File: config.mk
export PLATFORM = sky130hd
export DESIGN_NAME = ugl_front
export DESIGN_NICKNAME = d
export VERILOG_FILES = /design/src/sv/ugl_pkg.sv /design/src/sv/ugl_front.sv
export SDC_FILE = /design/constraint.sdc
export NUM_CORES = 1
export LEC_CHECK = 0
export BUFFER_PORTS_ARGS = -buffer_cell sky130_fd_sc_hd__buf_2
export CAP_MARGIN = 40
export CORE_MARGIN = 2
export CORE_UTILIZATION = 43
export DETAILED_ROUTE_END_ITERATION = 6
export GPL_ROUTABILITY_DRIVEN = 0
export GPL_TIMING_DRIVEN = 0
export PLACE_DENSITY_LB_ADDON = 0.25
export SETUP_SLACK_MARGIN = 0.2
export SYNTH_ARGS = -nofsm -noshare
export SYNTH_HDL_FRONTEND = slang
export SYNTH_SLANG_ARGS = --single-unit
File: constraint.sdc
create_clock -name clk -period 3 [get_ports clk]
set_clock_uncertainty 0.1 [all_clocks]
set_input_delay 0.3 -clock clk [delete_from_list [all_inputs] [get_ports clk]]
set_output_delay 0.3 -clock clk [all_outputs]
set_load 0.02 [all_outputs]
File: src/sv/ugl_pkg.sv
// Shared types, constants and the accent folding function of the line fitter.
package ugl_pkg;

  // Storage sizes
  localparam int TABLE_DEPTH = 256;
  localparam int TBL_AW      = $clog2(TABLE_DEPTH);
  localparam int POS_BITS    = 16;
  localparam int CNT_W       = 16;
  // Event queue depth, a power of two
  localparam int EVQ_DEPTH   = 4;
  localparam int EVQ_AW      = $clog2(EVQ_DEPTH);

  // Input operations
  localparam logic OP_TEXT = 1'b0;
  localparam logic OP_LOAD = 1'b1;

  // End reasons
  localparam logic [1:0] REASON_NEWLINE  = 2'd0;
  localparam logic [1:0] REASON_OVERFLOW = 2'd1;
  localparam logic [1:0] REASON_END      = 2'd2;

  // Configuration register indexes
  localparam int CFG_IDX_W  = 3;
  localparam int CFG_DATA_W = 23;
  localparam logic [CFG_IDX_W-1:0] CFG_MAX_WIDTH = 3'd0;
  localparam logic [CFG_IDX_W-1:0] CFG_SCALE     = 3'd1;
  localparam logic [CFG_IDX_W-1:0] CFG_SPACING   = 3'd2;
  localparam logic [CFG_IDX_W-1:0] CFG_SIZE      = 3'd3;
  localparam logic [CFG_IDX_W-1:0] CFG_STRETCH   = 3'd4;
  localparam logic [CFG_IDX_W-1:0] CFG_WORD_MODE = 3'd5;

  // Character codes
  localparam logic [7:0] CH_NUL    = 8'h00;
  localparam logic [7:0] CH_TAB    = 8'h09;
  localparam logic [7:0] CH_LF     = 8'h0A;
  localparam logic [7:0] CH_CR     = 8'h0D;
  localparam logic [7:0] CH_SPACE  = 8'h20;
  localparam logic [7:0] CH_HYPHEN = 8'h2D;

  typedef struct packed {
    logic        op;
    logic [7:0]  text_byte;
    logic        is_last;
    logic [7:0]  table_index;
    logic [15:0] glyph_width;
  } in_word_t;

  typedef struct packed {
    logic [CNT_W-1:0]   char_count;
    logic signed [23:0] line_width;
    logic [1:0]         end_reason;
  } out_word_t;

  typedef struct packed {
    logic [22:0]        max_width;
    logic [15:0]        scale;
    logic signed [15:0] spacing;
    logic [15:0]        size;
    logic [15:0]        stretch;
    logic               word_mode;
  } cfg_t;

  // Events from the decoder to the width engine
  typedef enum logic [1:0] {
    EV_LOAD,
    EV_CHAR,
    EV_NUL,
    EV_NL
  } ev_kind_t;

  typedef struct packed {
    ev_kind_t    kind;
    logic        last;
    logic        two_byte;
    logic [7:0]  code;
    logic [15:0] wdata;
  } ev_t;

  typedef enum logic [2:0] {
    B_IDLE,
    B_MUL0,
    B_MUL1,
    B_MUL2,
    B_APPLY,
    B_EMIT
  } back_state_t;

  // Fold an accented code point to its base letter
  function automatic logic [7:0] base_of(input logic [10:0] cp, input logic [7:0] fallback);
    logic [7:0] base;
    unique case (cp)
      11'h0E4, 11'h105, 11'h0E0: base = "a";
      11'h0C4, 11'h104, 11'h0C0: base = "A";
      11'h0F6, 11'h0F3, 11'h0F2: base = "o";
      11'h0D6, 11'h0D3, 11'h0D2: base = "O";
      11'h0FC, 11'h0F9:          base = "u";
      11'h0DC, 11'h0D9:          base = "U";
      11'h106:                   base = "C";
      11'h107:                   base = "c";
      11'h118, 11'h0C8:          base = "E";
      11'h119, 11'h0E8:          base = "e";
      11'h141:                   base = "L";
      11'h142:                   base = "l";
      11'h143:                   base = "N";
      11'h144:                   base = "n";
      11'h15A:                   base = "S";
      11'h15B:                   base = "s";
      11'h179, 11'h17B:          base = "Z";
      11'h17A, 11'h17C:          base = "z";
      11'h0CC:                   base = "I";
      11'h0EC:                   base = "i";
      default:                   base = fallback;
    endcase
    return base;
  endfunction

endpackage

File: src/sv/ugl_front.sv
// Byte decoder: pairs UTF-8 sequences, folds accents and classifies bytes into events.
module ugl_front (
  input  logic              clk,
  input  logic              rst_n,
  input  ugl_pkg::cfg_t     cfg,
  input  logic              in_push,
  output logic              in_full,
  input  ugl_pkg::in_word_t in_word,
  output logic              ev_push,
  output ugl_pkg::ev_t      ev_data,
  input  logic              ev_full
);

  logic         pend_v_r, pend_v_nxt;
  logic [7:0]   pend_b_r, pend_b_nxt;
  logic         hold_v_r, hold_v_nxt;
  ugl_pkg::ev_t hold_ev_r, hold_ev_nxt;

  logic         in_acc;
  logic [7:0]   b;
  logic         last;
  logic         is_cont;
  logic         nb_has, nb_pend;
  ugl_pkg::ev_t nb_ev;
  logic         has0, has1;
  ugl_pkg::ev_t ev0, ev1;

  function automatic ugl_pkg::ev_t mk_ev(input ugl_pkg::ev_kind_t kind, input logic [7:0] code,
                                         input logic two, input logic lst,
                                         input logic [15:0] w);
    ugl_pkg::ev_t e;
    e.kind     = kind;
    e.last     = lst;
    e.two_byte = two;
    e.code     = code;
    e.wdata    = w;
    return e;
  endfunction

  assign in_full = hold_v_r || ev_full;
  assign in_acc  = in_push && !in_full;
  assign b       = in_word.text_byte;
  assign last    = in_word.is_last;
  assign is_cont = (b != ugl_pkg::CH_NUL) && (b[7:6] == 2'b10);

  // Classify the new byte on its own
  always_comb begin
    nb_has  = 1'b1;
    nb_pend = 1'b0;
    nb_ev   = mk_ev(ugl_pkg::EV_CHAR, ugl_pkg::base_of({3'b000, b}, b), 1'b0, last, '0);
    priority if (b == ugl_pkg::CH_NUL) begin
      nb_ev = mk_ev(ugl_pkg::EV_NUL, b, 1'b0, last, '0);
    end else if (cfg.word_mode && (b == ugl_pkg::CH_LF || b == ugl_pkg::CH_CR)) begin
      nb_ev = mk_ev(ugl_pkg::EV_NL, b, 1'b0, last, '0);
    end else if ((b[7:5] == 3'b110) && !last) begin
      nb_has  = 1'b0;
      nb_pend = 1'b1;
    end else begin
      nb_has = 1'b1;
    end
  end

  // Combine with a waiting lead byte and feed the queue
  always_comb begin
    has0        = 1'b0;
    has1        = 1'b0;
    ev0         = nb_ev;
    ev1         = nb_ev;
    pend_v_nxt  = pend_v_r;
    pend_b_nxt  = pend_b_r;
    hold_v_nxt  = hold_v_r;
    hold_ev_nxt = hold_ev_r;

    if (in_acc) begin
      priority if (in_word.op == ugl_pkg::OP_LOAD) begin
        ev0  = mk_ev(ugl_pkg::EV_LOAD, in_word.table_index, 1'b0, 1'b0, in_word.glyph_width);
        has0 = 1'b1;
      end else if (pend_v_r && is_cont) begin
        ev0 = mk_ev(ugl_pkg::EV_CHAR,
                    ugl_pkg::base_of({pend_b_r[4:0], b[5:0]}, pend_b_r), 1'b1, last, '0);
        has0       = 1'b1;
        pend_v_nxt = 1'b0;
      end else if (pend_v_r) begin
        // Lead byte without continuation: size it as Latin-1, then the new byte
        ev0 = mk_ev(ugl_pkg::EV_CHAR,
                    ugl_pkg::base_of({3'b000, pend_b_r}, pend_b_r), 1'b0, 1'b0, '0);
        has0       = 1'b1;
        ev1        = nb_ev;
        has1       = nb_has;
        pend_v_nxt = nb_pend;
        pend_b_nxt = b;
      end else begin
        ev0        = nb_ev;
        has0       = nb_has;
        pend_v_nxt = nb_pend;
        pend_b_nxt = b;
      end
    end

    if (hold_v_r) begin
      ev_push    = !ev_full;
      ev_data    = hold_ev_r;
      hold_v_nxt = ev_full;
    end else begin
      ev_push = in_acc && has0;
      ev_data = ev0;
      if (in_acc && has1) begin
        hold_v_nxt  = 1'b1;
        hold_ev_nxt = ev1;
      end
    end
  end

  always_ff @(posedge clk) begin
    if (!rst_n) begin
      pend_v_r <= 1'b0;
      hold_v_r <= 1'b0;
    end else begin
      pend_v_r <= pend_v_nxt;
      hold_v_r <= hold_v_nxt;
    end
    pend_b_r  <= pend_b_nxt;
    hold_ev_r <= hold_ev_nxt;
  end

endmodule

==> key figures <==
Run status
  • Outcome: complete, but fails checks
  • Failing checks: setup timing

STA
  • RSZ-0062 raised after global routing: yes
  • Share of the clock period used by the worst path: 101%
  • Worst-margin pin slew: between 700 and 800 ps
  • Final worst slack: -39.2 ps
  • Slew Limit Fails: 0
  • Setup violators final: 3
  • Crit path time final: about 3000 ps
  • Max_slew headroom: a little under 50%
  • Max Freq: ~0.33 GHz
  • Final hold violation count: 0
  • Hold slack: 136 ps
  • TNS Setup: -57.7 ps

Setup path
  • Worst EP required: approximately 2600 ps
  • Worst-case reg-to-reg path depth: 4
  • Levels on crit path: 8
  • Cell family with most CP delay: compound AO/OA/AOI/OAI gates
  • CP endpoint kind: output pin
  • CP cell instances: buf_6, and3b_1, o311ai_4, o41ai_4, nor4_4, a21oi_1, o31ai_2, buf_4
  • Crit path launch type: flip-flop
  • CP Class: reg2out
  • Crit Path Max Fanout: 7
  • CP arrival: around 2600 ps
  • Crit path largest cell delay: around 480 ps
  • Critical Path Slowest Stage Cell: nor4_4
  • Buf/Inv on CP: 2

Detailed routing
  • DRT Pass-1 Iters: 5
  • DRC: 0
  • ANT nets after route: 0
  • Met1 WL: 3560 um
  • DR WL met3: a little over 600 um
  • Uppermost layer routed: met4
  • Routed WL per cell: 17.7 um
  • First-iteration detailed-routing DRC count: 257
  • Via count: 2848
  • Vias/cell: around 6.2
  • Met2 wire len: between 3000 and 4000 um
  • Final wirelength: around 8000 um

Clocking
  • CTS tree: yes
  • Root buffer cell: clkbuf_8
  • Clock-pin slew on the worst setup and hold paths: around 70 ps
  • H-tree depth: 1
  • CTS Sinks: 21
  • Clock Path Buffers: 2
  • Clock Latency Late Sink: about 270 ps
  • CTS buffer count: 3
  • Hold_buf cts: 0

Synth
  • Leading area contributor after synthesis: edfxtp_1
  • FF+latch count, synth: 21
  • Post-synth top cells: nand2_1, and3_1, clkbuf_1
  • Synth warnings: 0
  • Sequential share of the synthesized area: ~26%
  • Most used DFF post-synth: edfxtp_1
  • Number of distinct library cells after synthesis: 73
  • Syn_nets: approximately 430
  • Most frequent cell after synthesis: nand2_1
  • Cells after synthesis: roughly 300
  • Avg Synthesized Cell Area: roughly 7.8 um2
  • Ys async rst share: 0%
  • Post-synth EDFFs: 19
  • Synthesized area: around 0.0024 mm2
  • Synth top area share: between 20 and 25%
  • Synth area leaders: edfxtp_1, and3_1, nand2_1

Cells and area
  • ANT cells: 0
  • Layout cell share with drive strength beyond 1: 31.3%
  • Fillers: approximately 530
  • P&R area growth vs syn: 31.4%
  • FF/Latch Area: slightly above 600 um2
  • Area of the multi-input gates: approximately 0.0017 mm2
  • Layout Nets: roughly 510

Die
  • Initial core utilization: about 45%
  • Boundary Pins: between 150 and 200
  • Row Count: 26
  • Die Height: ~78 um
  • Die Footprint: between 0.006 and 0.007 mm2
  • CORE AREA: roughly 0.0052 mm2
  • Chip width: between 70 and 80 um

GRT
  • First-pass GRT wire length: between 10000 and 15000 um
  • Antenna violations before repair: 0
  • Overall routing resource usage: a little over a quarter
  • Largest net degree at the start of global routing: 13
  • Number of global-route vias before repair: ~2600
  • Congestion Overflow GR: 0

Hold path
  • Hold path depth: 1
  • Hold Path Class: in2reg

Power
  • Peak supply drop: roughly 0.14 mV
  • Leakage: approximately 1.3 nW
  • Pwr per Cell Area: ~250 mW/mm2

Flow run
  • Max Cap Violations: 0

Placement
  • Port Buffer Count: 67
  • DP HPWL: slightly above 6000 um
[registers in the layout, summed over array words and instances, names as in the netlist]
name	flops
hold_v_r	1
hold_ev_r	11
pend_b_r	8
pend_v_r	1
[where the power goes]
group	switching, mW	total (mW)	internal (mW)	leakage [nW]
combinational	0.159	0.259	0.100	1.09
sequential	0.00266	0.325	0.322	0.189
clock	0.0981	0.191	0.0928	0.0255
total	0.259	0.775	0.515	1.30
[metal layers]
metal	global-route usage (%)	vias up
met5	0	-
met4	9.12	0
met3	2.44	28
met2	42.4	158
met1	37.3	1338
li1	-	1324
[cells by family after synthesis]
| logic type | count (synthesis) | share of synthesized area (%) |
|---|---|---|
| xor+xnor | 4 | 1.49 |
| simple gates | 137 | 34.3 |
| flops | 21 | 26.0 |
| buf+inv | 44 | 8.14 |
| compound gates | 93 | 29.3 |
| mux | 2 | 0.851 |
[through the flow]
| stage | area, um2 | worst slack [ps] | utilization (%) | std cells | total power, mW |
|---|---|---|---|---|---|
| after floorplan | 2350 | 259 | - | 301 | 0.477 |
| after global placement | 2780 | -140 | 53.3 | 438 | 0.557 |
| after detailed placement | 2780 | -78.1 | 53.5 | 439 | 0.561 |
| after CTS | 3030 | 62.5 | 58.2 | 454 | 0.764 |
| after global routing | 3090 | -79.4 | 59.4 | 457 | 0.810 |
| final | 3090 | -39.2 | 59.4 | 457 | 0.775 |
[final timing paths]
path | startpoint | slack, ps | to
max reg2reg | hold_v_r$_SDFF_PN0_ | 730 | hold_ev_r[20]$_DFFE_PP_
min | in_word[27] | 140 | pend_b_r[2]$_DFFE_PP_
min reg2reg | pend_v_r$_SDFFE_PN0P_ | 940 | pend_v_r$_SDFFE_PN0P_
max | pend_b_r[0]$_DFFE_PP_ | -40 | ev_data[16]
[worst register-to-register path: cells and delay by family (launching register included)]
kind / cells / cell delay (ps)
AND/OR/NAND/NOR: 4 / 1450
flip-flops: 1 / 400
[layout by cell type (no fill, tap or decap), drive strengths merged, types with 3 or more instances in the layout]
cell,count
a2111oi,5
a21oi,15
a221oi,3
a31o,5
and2,6
and3,21
buf,91
clkbuf,23
edfxtp,19
inv,15
nand2,31
nand2b,6
nand3,10
nand3b,3
nor2,16
nor2b,3
nor3,7
nor4,8
o211ai,5
o21a,5
o21ai,17
o311ai,3
o31ai,7
or3,7
xnor2,3
[area by class of cell]
| class | count | share of cell area [%] |
|---|---|---|
| Clock inverter | 1 | 0.162 |
| Inverter | 15 | 1.82 |
| Tap cell | 70 | 2.83 |
| Clock buffer | 3 | 1.34 |
| Buffer | 29 | 4.78 |
| Sequential cell | 21 | 19.7 |
| Multi-Input combinational cell | 236 | 54.0 |
| Timing Repair Buffer | 82 | 15.3 |
[what timing repair did]
action / CTS / global route
setup endpoints to repair: 8 / 24
pin swaps: 10 / 4
buffers inserted: 11 / 3
resized for setup: 26 / 11
Note: power is estimated with default switching activity, not from simulation.
