**src/sv/ugl_pkg.sv**
```systemverilog
// Shared types, constants and the accent folding function of the line fitter.
package ugl_pkg;

  // Storage sizes
  localparam int TABLE_DEPTH = 256;
  localparam int TBL_AW      = $clog2(TABLE_DEPTH);
  localparam int POS_BITS    = 16;
  localparam int CNT_W       = 16;
  // Event queue depth, a power of two
  localparam int EVQ_DEPTH   = 4;
  localparam int EVQ_AW      = $clog2(EVQ_DEPTH);

  // Input operations
  localparam logic OP_TEXT = 1'b0;
  localparam logic OP_LOAD = 1'b1;

  // End reasons
  localparam logic [1:0] REASON_NEWLINE  = 2'd0;
  localparam logic [1:0] REASON_OVERFLOW = 2'd1;
  localparam logic [1:0] REASON_END      = 2'd2;

  // Configuration register indexes
  localparam int CFG_IDX_W  = 3;
  localparam int CFG_DATA_W = 23;
  localparam logic [CFG_IDX_W-1:0] CFG_MAX_WIDTH = 3'd0;
  localparam logic [CFG_IDX_W-1:0] CFG_SCALE     = 3'd1;
  localparam logic [CFG_IDX_W-1:0] CFG_SPACING   = 3'd2;
  localparam logic [CFG_IDX_W-1:0] CFG_SIZE      = 3'd3;
  localparam logic [CFG_IDX_W-1:0] CFG_STRETCH   = 3'd4;
  localparam logic [CFG_IDX_W-1:0] CFG_WORD_MODE = 3'd5;

  // Character codes
  localparam logic [7:0] CH_NUL    = 8'h00;
  localparam logic [7:0] CH_TAB    = 8'h09;
  localparam logic [7:0] CH_LF     = 8'h0A;
  localparam logic [7:0] CH_CR     = 8'h0D;
  localparam logic [7:0] CH_SPACE  = 8'h20;
  localparam logic [7:0] CH_HYPHEN = 8'h2D;

  typedef struct packed {
    logic        op;
    logic [7:0]  text_byte;
    logic        is_last;
    logic [7:0]  table_index;
    logic [15:0] glyph_width;
  } in_word_t;

  typedef struct packed {
    logic [CNT_W-1:0]   char_count;
    logic signed [23:0] line_width;
    logic [1:0]         end_reason;
  } out_word_t;

  typedef struct packed {
    logic [22:0]        max_width;
    logic [15:0]        scale;
    logic signed [15:0] spacing;
    logic [15:0]        size;
    logic [15:0]        stretch;
    logic               word_mode;
  } cfg_t;

  // Events from the decoder to the width engine
  typedef enum logic [1:0] {
    EV_LOAD,
    EV_CHAR,
    EV_NUL,
    EV_NL
  } ev_kind_t;

  typedef struct packed {
    ev_kind_t    kind;
    logic        last;
    logic        two_byte;
    logic [7:0]  code;
    logic [15:0] wdata;
  } ev_t;

  typedef enum logic [2:0] {
    B_IDLE,
    B_MUL0,
    B_MUL1,
    B_MUL2,
    B_APPLY,
    B_EMIT
  } back_state_t;

  // Fold an accented code point to its base letter
  function automatic logic [7:0] base_of(input logic [10:0] cp, input logic [7:0] fallback);
    logic [7:0] base;
    unique case (cp)
      11'h0E4, 11'h105, 11'h0E0: base = "a";
      11'h0C4, 11'h104, 11'h0C0: base = "A";
      11'h0F6, 11'h0F3, 11'h0F2: base = "o";
      11'h0D6, 11'h0D3, 11'h0D2: base = "O";
      11'h0FC, 11'h0F9:          base = "u";
      11'h0DC, 11'h0D9:          base = "U";
      11'h106:                   base = "C";
      11'h107:                   base = "c";
      11'h118, 11'h0C8:          base = "E";
      11'h119, 11'h0E8:          base = "e";
      11'h141:                   base = "L";
      11'h142:                   base = "l";
      11'h143:                   base = "N";
      11'h144:                   base = "n";
      11'h15A:                   base = "S";
      11'h15B:                   base = "s";
      11'h179, 11'h17B:          base = "Z";
      11'h17A, 11'h17C:          base = "z";
      11'h0CC:                   base = "I";
      11'h0EC:                   base = "i";
      default:                   base = fallback;
    endcase
    return base;
  endfunction

endpackage

```
**src/sv/ugl_evq.sv**
```systemverilog
// Event queue between the byte decoder and the width engine.
module ugl_evq (
  input  logic         clk,
  input  logic         rst_n,
  input  logic         push,
  input  ugl_pkg::ev_t push_data,
  output logic         full,
  input  logic         pop,
  output ugl_pkg::ev_t head,
  output logic         empty
);

  localparam int Aw = ugl_pkg::EVQ_AW;

  ugl_pkg::ev_t  slot_r [ugl_pkg::EVQ_DEPTH];
  logic [Aw-1:0] wr_ptr_r, wr_ptr_nxt;
  logic [Aw-1:0] rd_ptr_r, rd_ptr_nxt;
  logic [Aw:0]   cnt_r, cnt_nxt;
  logic          do_push, do_pop;

  assign full    = (cnt_r == (Aw+1)'(ugl_pkg::EVQ_DEPTH));
  assign empty   = (cnt_r == '0);
  assign head    = slot_r[rd_ptr_r];
  assign do_push = push && !full;
  assign do_pop  = pop && !empty;

  // Advance pointers and fill count
  always_comb begin
    wr_ptr_nxt = do_push ? wr_ptr_r + 1'b1 : wr_ptr_r;
    rd_ptr_nxt = do_pop ? rd_ptr_r + 1'b1 : rd_ptr_r;
    cnt_nxt    = cnt_r;
    if (do_push && !do_pop) begin
      cnt_nxt = cnt_r + 1'b1;
    end else if (do_pop && !do_push) begin
      cnt_nxt = cnt_r - 1'b1;
    end
  end

  always_ff @(posedge clk) begin
    if (!rst_n) begin
      wr_ptr_r <= '0;
      rd_ptr_r <= '0;
      cnt_r    <= '0;
    end else begin
      wr_ptr_r <= wr_ptr_nxt;
      rd_ptr_r <= rd_ptr_nxt;
      cnt_r    <= cnt_nxt;
    end
  end

  // Store the pushed word
  always_ff @(posedge clk) begin
    if (do_push) begin
      slot_r[wr_ptr_r] <= push_data;
    end
  end

endmodule

```
**config.mk**
```make
export PLATFORM = sky130hd
export DESIGN_NAME = ugl_evq
export DESIGN_NICKNAME = d
export VERILOG_FILES = /design/src/sv/ugl_pkg.sv /design/src/sv/ugl_evq.sv
export SDC_FILE = /design/constraint.sdc
export NUM_CORES = 1
export LEC_CHECK = 0
export BUFFER_PORTS_ARGS = -buffer_cell sky130_fd_sc_hd__buf_2
export CAP_MARGIN = 25
export CORE_ASPECT_RATIO = 1.2
export CORE_UTILIZATION = 56
export CTS_CLUSTER_DIAMETER = 80
export DETAILED_ROUTE_END_ITERATION = 6
export PLACE_DENSITY = 0.78
export SLEW_MARGIN = 20
export SYNTH_ARGS = -nofsm -noshare
export SYNTH_HDL_FRONTEND = slang
export SYNTH_SLANG_ARGS = --single-unit
```
**constraint.sdc**
```tcl
create_clock -name clk -period 2.6 [get_ports clk]
set_clock_uncertainty 0.2 [all_clocks]
set_input_delay 0.13 -clock clk [delete_from_list [all_inputs] [get_ports clk]]
set_output_delay 0.13 -clock clk [all_outputs]
set_load 0.02 [all_outputs]
```
==> summary.txt, run 1 <==
Yosys
  • Synth Area per Inst: 23.6 sq um
  • Sequential share of the synthesized area: 77.5%
  • Post-synth top cells: edfxtp_1, mux4_2, dfxtp_1
  • Post-synth EDFFs: 112
  • Post-synth net total: 232
  • Synth area leaders: edfxtp_1, mux4_2, dfxtp_1
  • Netlist cell types: 24
  • Synth area leader: edfxtp_1
  • Number of synthesized register bits: 121
  • Post-synthesis async set-or-reset flop share: 0%
  • Synth warn: 0
  • Post-synth top area share: 73.6%
  • Main synth FF type: edfxtp_1
  • Post-Syn Area: 4570 sq um
  • Cell with the most instances after synthesis: edfxtp_1
  • Mapped Cells: 194

Routing
  • # DRC: 10
  • Initial drt markers: 161
  • Vias: 2257
  • Post-route ant nets: 0
  • Vias per cell: 5.45
  • DR WL/cell: 18.8 um
  • Routed wire length: 7790 um
  • Number of iterations in the first detailed-routing pass: 7

Timing
  • Fin crit period: 2.39 ns
  • Slew Viols, Final: 0
  • RSZ-0062 raised after global routing: false
  • Slew Limit Headroom: 71.4%
  • Hold Vio Cnt, Final: 0
  • Ratio of final minimum period to clock period: 91.9%
  • Final setup viols: 0
  • Fin worst setup slack: 0.210 ns
  • Hold slack: 0.185 ns
  • Post-route setup TNS: 0 ns
  • Fmax achieved: 418 MHz
  • Actual slew at the worst max-slew pin: 0.429 ns

Placement
  • Dpl hpwl: 4490 um
  • Port buffer count: 61
  • Final GP Congestion: 0.669
  • Dpl cells: 352
  • Place WS: 0.285 ns

Final layout
  • P&R area growth vs syn: 28.8%
  • Nets@finish: 348
  • Non-Filler Instances: 414
  • Final Core Density: 75.6%
  • Layout cells sized above 1: 39.8%
  • N_diodes: 0

Critical path
  • Buffer and inverter count on the worst path: 2
  • Crit-path slowest cell: mux4_2
  • CP Cell Sequence: buf_4, mux4_2, buf_2
  • CP Launch Type: flip-flop
  • CP endpoint kind: primary output
  • Reg2Reg Depth: 8
  • Worst path required time: 2.27 ns
  • Top delay family on crit path: multiplexers
  • Crit-path max cell delay: 0.56 ns
  • R2R Path End: cnt_r[2]
  • Critical-path maximum fanout: 16
  • Worst r2r src: cnt_r[0]
  • R2R setup slack: 0.30 ns
  • Crit path DAT: 2.06 ns
  • Worst Setup Path Type: reg2out

Clock tree
  • TritonCTS buffer count: 17
  • CTS clock-pin slew for the worst setup and hold paths: 0.05 ns
  • Post_cts resized: 0
  • # hold bufs at CTS: 31
  • CTS Sinks: 121
  • Longest Clk Path Bufs: 2
  • # Post-CTS Setup Buffers: 0
  • CTS tree: built
  • Worst skew pair latency: 0.49 ns
  • H-tree lvl count: 4
  • Root Driver: clkbuf_8

Global routing
  • GRT Util Overall: 20.3%
  • Largest net degree at the start of global routing: 23
  • Initial antenna violation count: 0
  • Vias in the first global route: 2384
  • First-pass GRT wire length: 12200 um
  • GRT overflow: 0

Die
  • Core area: 7790 sq um
  • Die extent in y: 101 um
  • Rows: 35
  • Initial Utilization: 58.7%
  • Top Ports: 62
  • Die X: 84.5 um
  • Die area: 8530 sq um

Hold path
  • Hold Path Class: in2reg
  • Worst Hold Path EP: slot_r[1][22]
  • Worst Hold Depth: 2
  • HP Start: push_data[22]

Job
  • Max-cap violations: 0

Power
  • Power per Cell Area: 1040 nW/um^2
  • Leakage: 2.11 nW
  • Worst vdd ir: 0.000651 V

Status
  • Violated checks: design-rule violations
  • Status: finished, violations left
[flip-flops by register name (all words and copies together), names as in the netlist, named ones only]
register / count
slot_r: 112
rd_ptr_r: 2
wr_ptr_r: 2
cnt_r: 3
[worst max-delay path by stage]
stage | start | to | slack (ns) | cells past startpoint
2_1_floorplan | cnt_r[0] | cnt_r[2] | 0.29 | 9
3_3_place_gp | cnt_r[1] | cnt_r[2] | 0.38 | 7
3_5_place_dp | cnt_r[0] | cnt_r[2] | 0.29 | 8
4_1_cts | flip-flop | head[15] | 0.15 | 3
5_1_grt | flip-flop | head[15] | 0.09 | 3
6_report | flip-flop | head[15] | 0.21 | 3
[routing by layer]
metal  routed length [um]  vias to the layer above  track usage (%)
li1                     -                     1036                -
met1                 3170                     1142             24.5
met2                 4150                       69             33.6
met3                  352                       10             6.96
met4                  114                        0             9.13
met5                    0                        -                0
[cell usage in the layout, fill, tap and decap left out, types with 2 or more instances in the layout]
cell           instances
and2_1                 8
buf_2                 61
buf_4                 12
bufinv_16              3
clkbuf_1               4
clkbuf_16             16
clkinv_2               5
dfxtp_1                8
dlygate4sd3_1         31
edfxtp_1             112
ha_1                   5
inv_1                  3
mux2i_1                3
mux4_1                 4
mux4_2                24
nand2_1                4
nor2b_1                2
xnor2_1                3
[power breakdown]
group          leakage (nW)  switching (mW)  internal (mW)
Sequential             1.10           0.113           2.37
Clock                 0.277           0.745           1.44
Combinational         0.733           0.765          0.661
[metrics by stage]
step | total power [mW] | area [sq um]
after CTS | 6.15 | 5890
after global routing | 6.34 | 5890
final | 6.10 | 5890
after global placement | 3.90 | 5020
after detailed placement | 3.92 | 5020
after floorplan | 3.55 | 4570
[cell families after synthesis]
kind of cell | count (synthesis) | share of synthesized area (%)
AO/OA/AOI/OAI | 4 | 0.903
XOR/XNOR | 4 | 0.766
adder cells (fa/ha/maj) | 6 | 1.81
buffers and inverters | 11 | 2.02
flip-flops | 121 | 77.5
multiplexers | 31 | 14.8
AND/OR/NAND/NOR | 17 | 2.22
[cell type report]
| type | count | area [sq um] |
|---|---|---|
| flip-flops and latches | 121 | 3540 |
| fillers | 445 | 1910 |
| multi-input cells | 62 | 936 |
| repair buffers | 105 | 726 |
| clock buffers | 21 | 429 |
| clock inverters | 10 | 128 |
| well taps | 92 | 115 |
| inverters | 3 | 11.3 |
No activity file was read; power rests on OpenSTA's default activity.
==> run 2: changes to the inputs <==
--- a/config.mk
+++ b/config.mk
@@ -8,6 +8,7 @@
 export BUFFER_PORTS_ARGS = -buffer_cell sky130_fd_sc_hd__buf_2
 export CAP_MARGIN = 25
 export CORE_ASPECT_RATIO = 1.2
+export CORE_MARGIN = 3
 export CORE_UTILIZATION = 56
 export CTS_CLUSTER_DIAMETER = 80
 export DETAILED_ROUTE_END_ITERATION = 6
==> summary.txt, run 2 (same netlist as run 1, synthesis figures left out) <==
Status
  • Status: finished clean

Critical path
  • Crit-path slowest cell: dfxtp_1
  • CP endpoint kind: flip-flop
  • Crit path DAT: 2.55 ns (+0.49 ns)
  • Crit-path max cell delay: 0.39 ns (-0.17 ns)
  • Worst path required time: 2.83 ns (+0.56 ns)
  • Reg2Reg Depth: 7 (-1)
  • Critical-path maximum fanout: 6 (-10)
  • CP Cell Sequence: o31ai_2, ha_1, inv_1, fa_1, xor2_1, or3_1, a21boi_0
  • R2R setup slack: 0.28 ns (-0.02 ns)
  • CP Launch Type: flip-flop
  • R2R Path End: cnt_r[2]
  • Worst r2r src: cnt_r[1]
  • Worst Setup Path Type: reg2reg

Global routing
  • Initial antenna violation count: 0 (unchanged)
  • Vias in the first global route: 2444 (+2.5%)
  • Largest net degree at the start of global routing: 29 (+26%)
  • First-pass GRT wire length: 12900 um (+5.8%)
  • GRT Util Overall: 19.5% (-0.78 points)
  • GRT overflow: 0 (unchanged)

Final layout
  • Nets@finish: 344 (-1.1%)
  • N_diodes: 0 (unchanged)
  • Final Core Density: 75.2% (-0.40 points)
  • Commonest non-fill, non-tap cell in the layout: edfxtp_1
  • Fillers: 444 (-0.22%)
  • Largest regs: slot_r: 112 flops, cnt_r: 3 flops
  • Commonest non-fill, non-tap cells in the layout: edfxtp_1, buf_2, dlygate4sd3_1
  • Footprint of the multi-input gates: 936 sq um (unchanged)
  • Non-Filler Instances: 411 (-0.72%)
  • Max reg flops: 112 (unchanged)
  • Storage element area: 3540 sq um (unchanged)
  • Largest Register: slot_r
  • Final instance area: 5860 sq um (-0.53%)
  • Layout cells sized above 1: 40.8% (+1.0 points)
  • P&R area growth vs syn: 28.1%

Timing
  • Fin worst setup slack: 0.284 ns (+0.0737 ns)
  • Post-route setup TNS: 0 ns (unchanged)
  • Hold slack: 0.161 ns (-0.0234 ns)
  • Hold Vio Cnt, Final: 0 (unchanged)
  • Fmax achieved: 432 MHz (+3.2%)
  • Ratio of final minimum period to clock period: 89.1% (-2.8 points)
  • Actual slew at the worst max-slew pin: 0.421 ns (-0.00868 ns)
  • Slew Limit Headroom: 71.9% (+0.58 points)
  • Fin crit period: 2.32 ns (-0.0737 ns)
  • Final setup viols: 0 (unchanged)
  • RSZ-0062 raised after global routing: false
  • Slew Viols, Final: 0 (unchanged)

Clock tree
  • Root Driver: clkbuf_8
  • Worst skew pair latency: 0.51 ns (+0.02 ns)
  • CTS Sinks: 121 (unchanged)
  • # Post-CTS Setup Buffers: 0 (unchanged)
  • H-tree lvl count: 4 (unchanged)
  • TritonCTS buffer count: 17 (unchanged)
  • # hold bufs at CTS: 31 (unchanged)
  • CTS clock-pin slew for the worst setup and hold paths: 0.06 ns (about the same)
  • CTS tree: built
  • Post_cts resized: 0 (unchanged)
  • Longest Clk Path Bufs: 2 (unchanged)

Die
  • Rows: 35 (unchanged)
  • Die extent in y: 105 um (+4.0%)
  • Top Ports: 62 (unchanged)
  • Die X: 88.5 um (+4.7%)
  • Core area: 7790 sq um (unchanged)
  • Initial Utilization: 58.7% (unchanged)
  • Die area: 9290 sq um (+8.9%)

Job
  • Max-cap violations: 0 (unchanged)

Power
  • Switch share: 28.2% (+1.6 points)
  • Clk network pwr share: 35.9% (about the same)
  • Leakage: 2.07 nW (-2.0%)
  • Power per Cell Area: 1040 nW/um^2 (+0.48%)
  • Logic pwr share: 23.6% (+0.2 points)
  • Sw power: 1.72 mW (+5.8%)
  • Worst vdd ir: 0.000771 V (+18%)
  • PnR Total Power: 6.10 mW (about the same)
  • Internal cell power: 4.38 mW (-2.2%)
  • Sequential share of power: 40.5% (-0.3 points)

Routing
  • Vias: 2223 (-1.5%)
  • Initial drt markers: 146 (-9.3%)
  • # DRC: 0 (-10)
  • Post-route ant nets: 0 (unchanged)
  • Routed wire length: 8090 um (+3.8%)
  • DR WL/cell: 19.7 um (+4.6%)
  • Number of iterations in the first detailed-routing pass: 4 (-3)
  • Vias per cell: 5.41 (-0.79%)

Placement
  • Port buffer count: 61 (unchanged)
  • Dpl cells: 348 (-1.1%)
  • Final GP Congestion: 0.680 (+1.6%)
  • DP Area: 4980 sq um (-0.85%)
  • Place WS: 0.298 ns (+0.0130 ns)
  • Dpl hpwl: 4530 um (+1.0%)

Hold path
  • Worst Hold Depth: 2 (unchanged)
  • Hold Path Class: in2reg
  • Worst Hold Path EP: slot_r[3][13]
  • HP Start: push_data[13]
[run 2: metal layers]
layer	global-route usage (%)	vias to the layer above	part of all wire, %
li1	-	1029	-
met1	24.8	1107	42
met2	31.1	74	51
met3	7.41	13	4.8
met4	6.37	0	2.0
met5	0	-	0
[run 2: area by class of cell]
type	instances	area share, %
sequential	121	60.5
multi-input combinational	62	16.0
timing repair buffer	101	11.7
clock buffer	17	7.07
clock inverter	15	2.63
tap	92	1.96
inverter	3	0.192
[run 2: worst max path at each step]
stage          slack (ns)  cells after the start  startpoint        to
2_1_floorplan        0.29                      9    cnt_r[0]  cnt_r[2]
3_3_place_gp         0.38                      7    cnt_r[1]  cnt_r[2]
3_5_place_dp         0.30                      7    cnt_r[1]  cnt_r[2]
4_1_cts              0.28                      8    cnt_r[0]  cnt_r[2]
5_1_grt              0.11                      8    cnt_r[0]  cnt_r[2]
6_report             0.28                      7    cnt_r[1]  cnt_r[2]
[run 2: power by group through the flow]
stage | registers [mW] | clock network, mW | logic, mW
detailed placement | 2.50 | 0 | 1.41
CTS | 2.47 | 2.22 | 1.47
global placement | 2.48 | 0 | 1.40
floorplan | 2.48 | 0 | 1.08
global route | 2.49 | 2.31 | 1.57
finish | 2.47 | 2.19 | 1.44
[run 2: worst max-delay path: cells and delay by family (launching register included)]
family	cells	cell delay, ns
simple gates	1	0.30
buf+inv	1	0.07
fa+ha+maj	2	0.62
flops	1	0.39
compound gates	2	0.51
xor+xnor	1	0.16
==> run 3: changes to the inputs <==
--- a/config.mk
+++ b/config.mk
@@ -12,7 +12,7 @@
 export CORE_UTILIZATION = 56
 export CTS_CLUSTER_DIAMETER = 80
 export DETAILED_ROUTE_END_ITERATION = 6
-export PLACE_DENSITY = 0.78
+export PLACE_DENSITY = 0.75
 export SLEW_MARGIN = 20
 export SYNTH_ARGS = -nofsm -noshare
 export SYNTH_HDL_FRONTEND = slang
==> summary.txt, run 3 (same netlist as run 1, synthesis figures left out) <==
Final layout
  • Commonest non-fill, non-tap cells in the layout: edfxtp_1, buf_2, dlygate4sd3_1
  • Commonest non-fill, non-tap cell in the layout: edfxtp_1
  • Largest Register: slot_r
  • N_diodes: 0 (unchanged)
  • Nets@finish: 350 (+1.7%)
  • Final instance area: 6000 sq um (+2.4%)
  • Layout cells sized above 1: 41.4% (+0.61 points)
  • Max reg flops: 112 (unchanged)
  • P&R area growth vs syn: 31.2%
  • Largest regs: slot_r: 112 flops, cnt_r: 3 flops

Clock tree
  • CTS Sinks: 121 (unchanged)
  • Root Driver: clkbuf_8
  • CTS clock-pin slew for the worst setup and hold paths: 0.06 ns (about the same)
  • CTS tree: built
  • H-tree lvl count: 4 (unchanged)
  • # Post-CTS Setup Buffers: 0 (unchanged)
  • TritonCTS buffer count: 17 (unchanged)
  • Longest Clk Path Bufs: 2 (unchanged)
  • Worst skew pair latency: 0.50 ns (about the same)
  • Post_cts resized: 0 (unchanged)

Global routing
  • First-pass GRT wire length: 13300 um (+3.4%)
  • GRT Util Overall: 20.4% (+0.82 points)
  • Initial antenna violation count: 0 (unchanged)
  • GRT overflow: 0 (unchanged)
  • Vias in the first global route: 2516 (+2.9%)
  • Largest net degree at the start of global routing: 17 (-41%)

Routing
  • Initial drt markers: 140 (-4.1%)
  • DR WL/cell: 20.2 um (+2.8%)
  • Number of iterations in the first detailed-routing pass: 4 (unchanged)
  • Vias per cell: 5.55 (+2.5%)
  • Vias: 2307 (+3.8%)
  • Routed wire length: 8420 um (+4.1%)
  • Post-route ant nets: 0 (unchanged)
  • # DRC: 0 (unchanged)

Die
  • Core area: 7790 sq um (unchanged)
  • Top Ports: 62 (unchanged)
  • Initial Utilization: 58.7% (unchanged)
  • Die extent in y: 105 um (unchanged)
  • Rows: 35 (unchanged)
  • Die area: 9290 sq um (unchanged)
  • Die X: 88.5 um (unchanged)

Power
  • Leakage: 2.15 nW (+4.2%)
  • Worst vdd ir: 0.000971 V (+26%)
  • Power per Cell Area: 1080 nW/um^2 (+3.5%)

Timing
  • RSZ-0062 raised after global routing: false
  • Slew Viols, Final: 0 (unchanged)
  • Fin crit period: 2.42 ns (+0.104 ns)
  • Final setup viols: 0 (unchanged)
  • Actual slew at the worst max-slew pin: 0.476 ns (+0.0552 ns)
  • Post-route setup TNS: 0 ns (unchanged)
  • Hold Vio Cnt, Final: 0 (unchanged)
  • Ratio of final minimum period to clock period: 93.1% (+4.0 points)
  • Fmax achieved: 413 MHz (-4.3%)
  • Slew Limit Headroom: 68.3% (-3.7 points)

Hold path
  • HP Start: push_data[14]
  • Hold Path Class: in2reg
  • Worst Hold Path EP: slot_r[0][14]
  • Worst Hold Depth: 2 (unchanged)

Critical path
  • Worst Setup Path Type: reg2out
  • Crit-path max cell delay: 0.62 ns (+0.23 ns)
  • R2R Path End: cnt_r[2]
  • Crit path DAT: 2.09 ns (-0.46 ns)
  • Reg2Reg Depth: 8 (+1)
  • Buffer and inverter count on the worst path: 2 (+1)
  • CP Cell Sequence: buf_12, mux4_2, buf_2
  • Top delay family on crit path: flip-flops
  • Crit-path slowest cell: dfxtp_2
  • CP endpoint kind: primary output
  • CP Launch Type: flip-flop
  • R2R setup slack: 0.27 ns (about the same)
  • Worst r2r src: cnt_r[0]
  • Critical-path maximum fanout: 13 (+7)
  • Worst path required time: 2.27 ns (-0.56 ns)

Status
  • Status: finished clean

Placement
  • Dpl hpwl: 4760 um (+5.0%)
  • DP Area: 5040 sq um (+1.3%)
  • Final GP Congestion: 0.730 (+7.4%)
  • Port buffer count: 61 (unchanged)

Job
  • Max-cap violations: 0 (unchanged)
## run 3: cell count changes in the layout (fill, tap and decap cells not counted)
cell,before,now
inv_6,1,2
bufinv_16,2,5
buf_4,9,12
clkinv_4,2,4
clkinv_2,3,1
clkinvlp_4,7,2
dlygate4sd3_1,31,32
buf_12,0,2
## run 3: area by class of cell
type | count | area (sq um)
Clock buffer | 17 | 414
Clock inverter | 14 | 223
Fill cell | 430 | 1800
Inverter | 3 | 11.3
Multi-Input combinational cell | 62 | 936
Sequential cell | 121 | 3540
Tap cell | 92 | 115
Timing Repair Buffer | 107 | 756
## run 3: routing by layer
layer | GRT usage [%] | part of all wire (%) | vias up
li1 | - | - | 1042
met1 | 25.6 | 43 | 1187
met2 | 33.3 | 53 | 70
met3 | 6.23 | 3.9 | 8
met4 | 7.24 | 0.93 | 0
met5 | 0 | 0 | -
## run 3: report_power, final
part	internal [mW]	switching, mW
combinational	0.695	0.775
sequential	2.37	0.141
clock	1.66	0.822
## run 3: worst register-to-register path, cell delays in order, from the launching register on
cell and delay (ns):
dfxtp_1 0.50, nor3b_2 0.09, nor2b_1 0.18, ha_1 0.22, inv_1 0.07, fa_1 0.39, xor2_1 0.16, or3_1 0.30
a21boi_0 0.15
## run 3: timing repair
item / in CTS / in global routing
setup endpoints to repair: 0 / 0
endpoints found under the hold margin: 121 / 0
hold buffers: 32 / 0
## run 3: through the flow
step | utilization (%) | setup WS, ns | total power, mW | hold slack (ns) | std cells
2_1_floorplan | - | 0.294 | 3.55 | 0.0289 | 194
3_3_place_gp | 64.7 | 0.387 | 3.94 | 0.142 | 353
3_5_place_dp | 64.7 | 0.318 | 3.97 | 0.147 | 353
4_1_cts | 77.0 | 0.110 | 6.51 | 0.143 | 416
5_1_grt | 77.0 | 0.0641 | 6.72 | 0.172 | 416
6_report | 77.0 | 0.180 | 6.46 | 0.179 | 416
## run 3: how the worst max path moves through the flow
stage	startpoint	endpoint	slack [ns]	depth (start not counted)
global placement	cnt_r[1]	cnt_r[2]	0.39	7
floorplan	cnt_r[0]	cnt_r[2]	0.29	9
detailed placement	cnt_r[0]	cnt_r[2]	0.32	8
global route	flip-flop	head[6]	0.06	3
finish	flip-flop	head[6]	0.18	3
CTS	flip-flop	head[6]	0.11	3
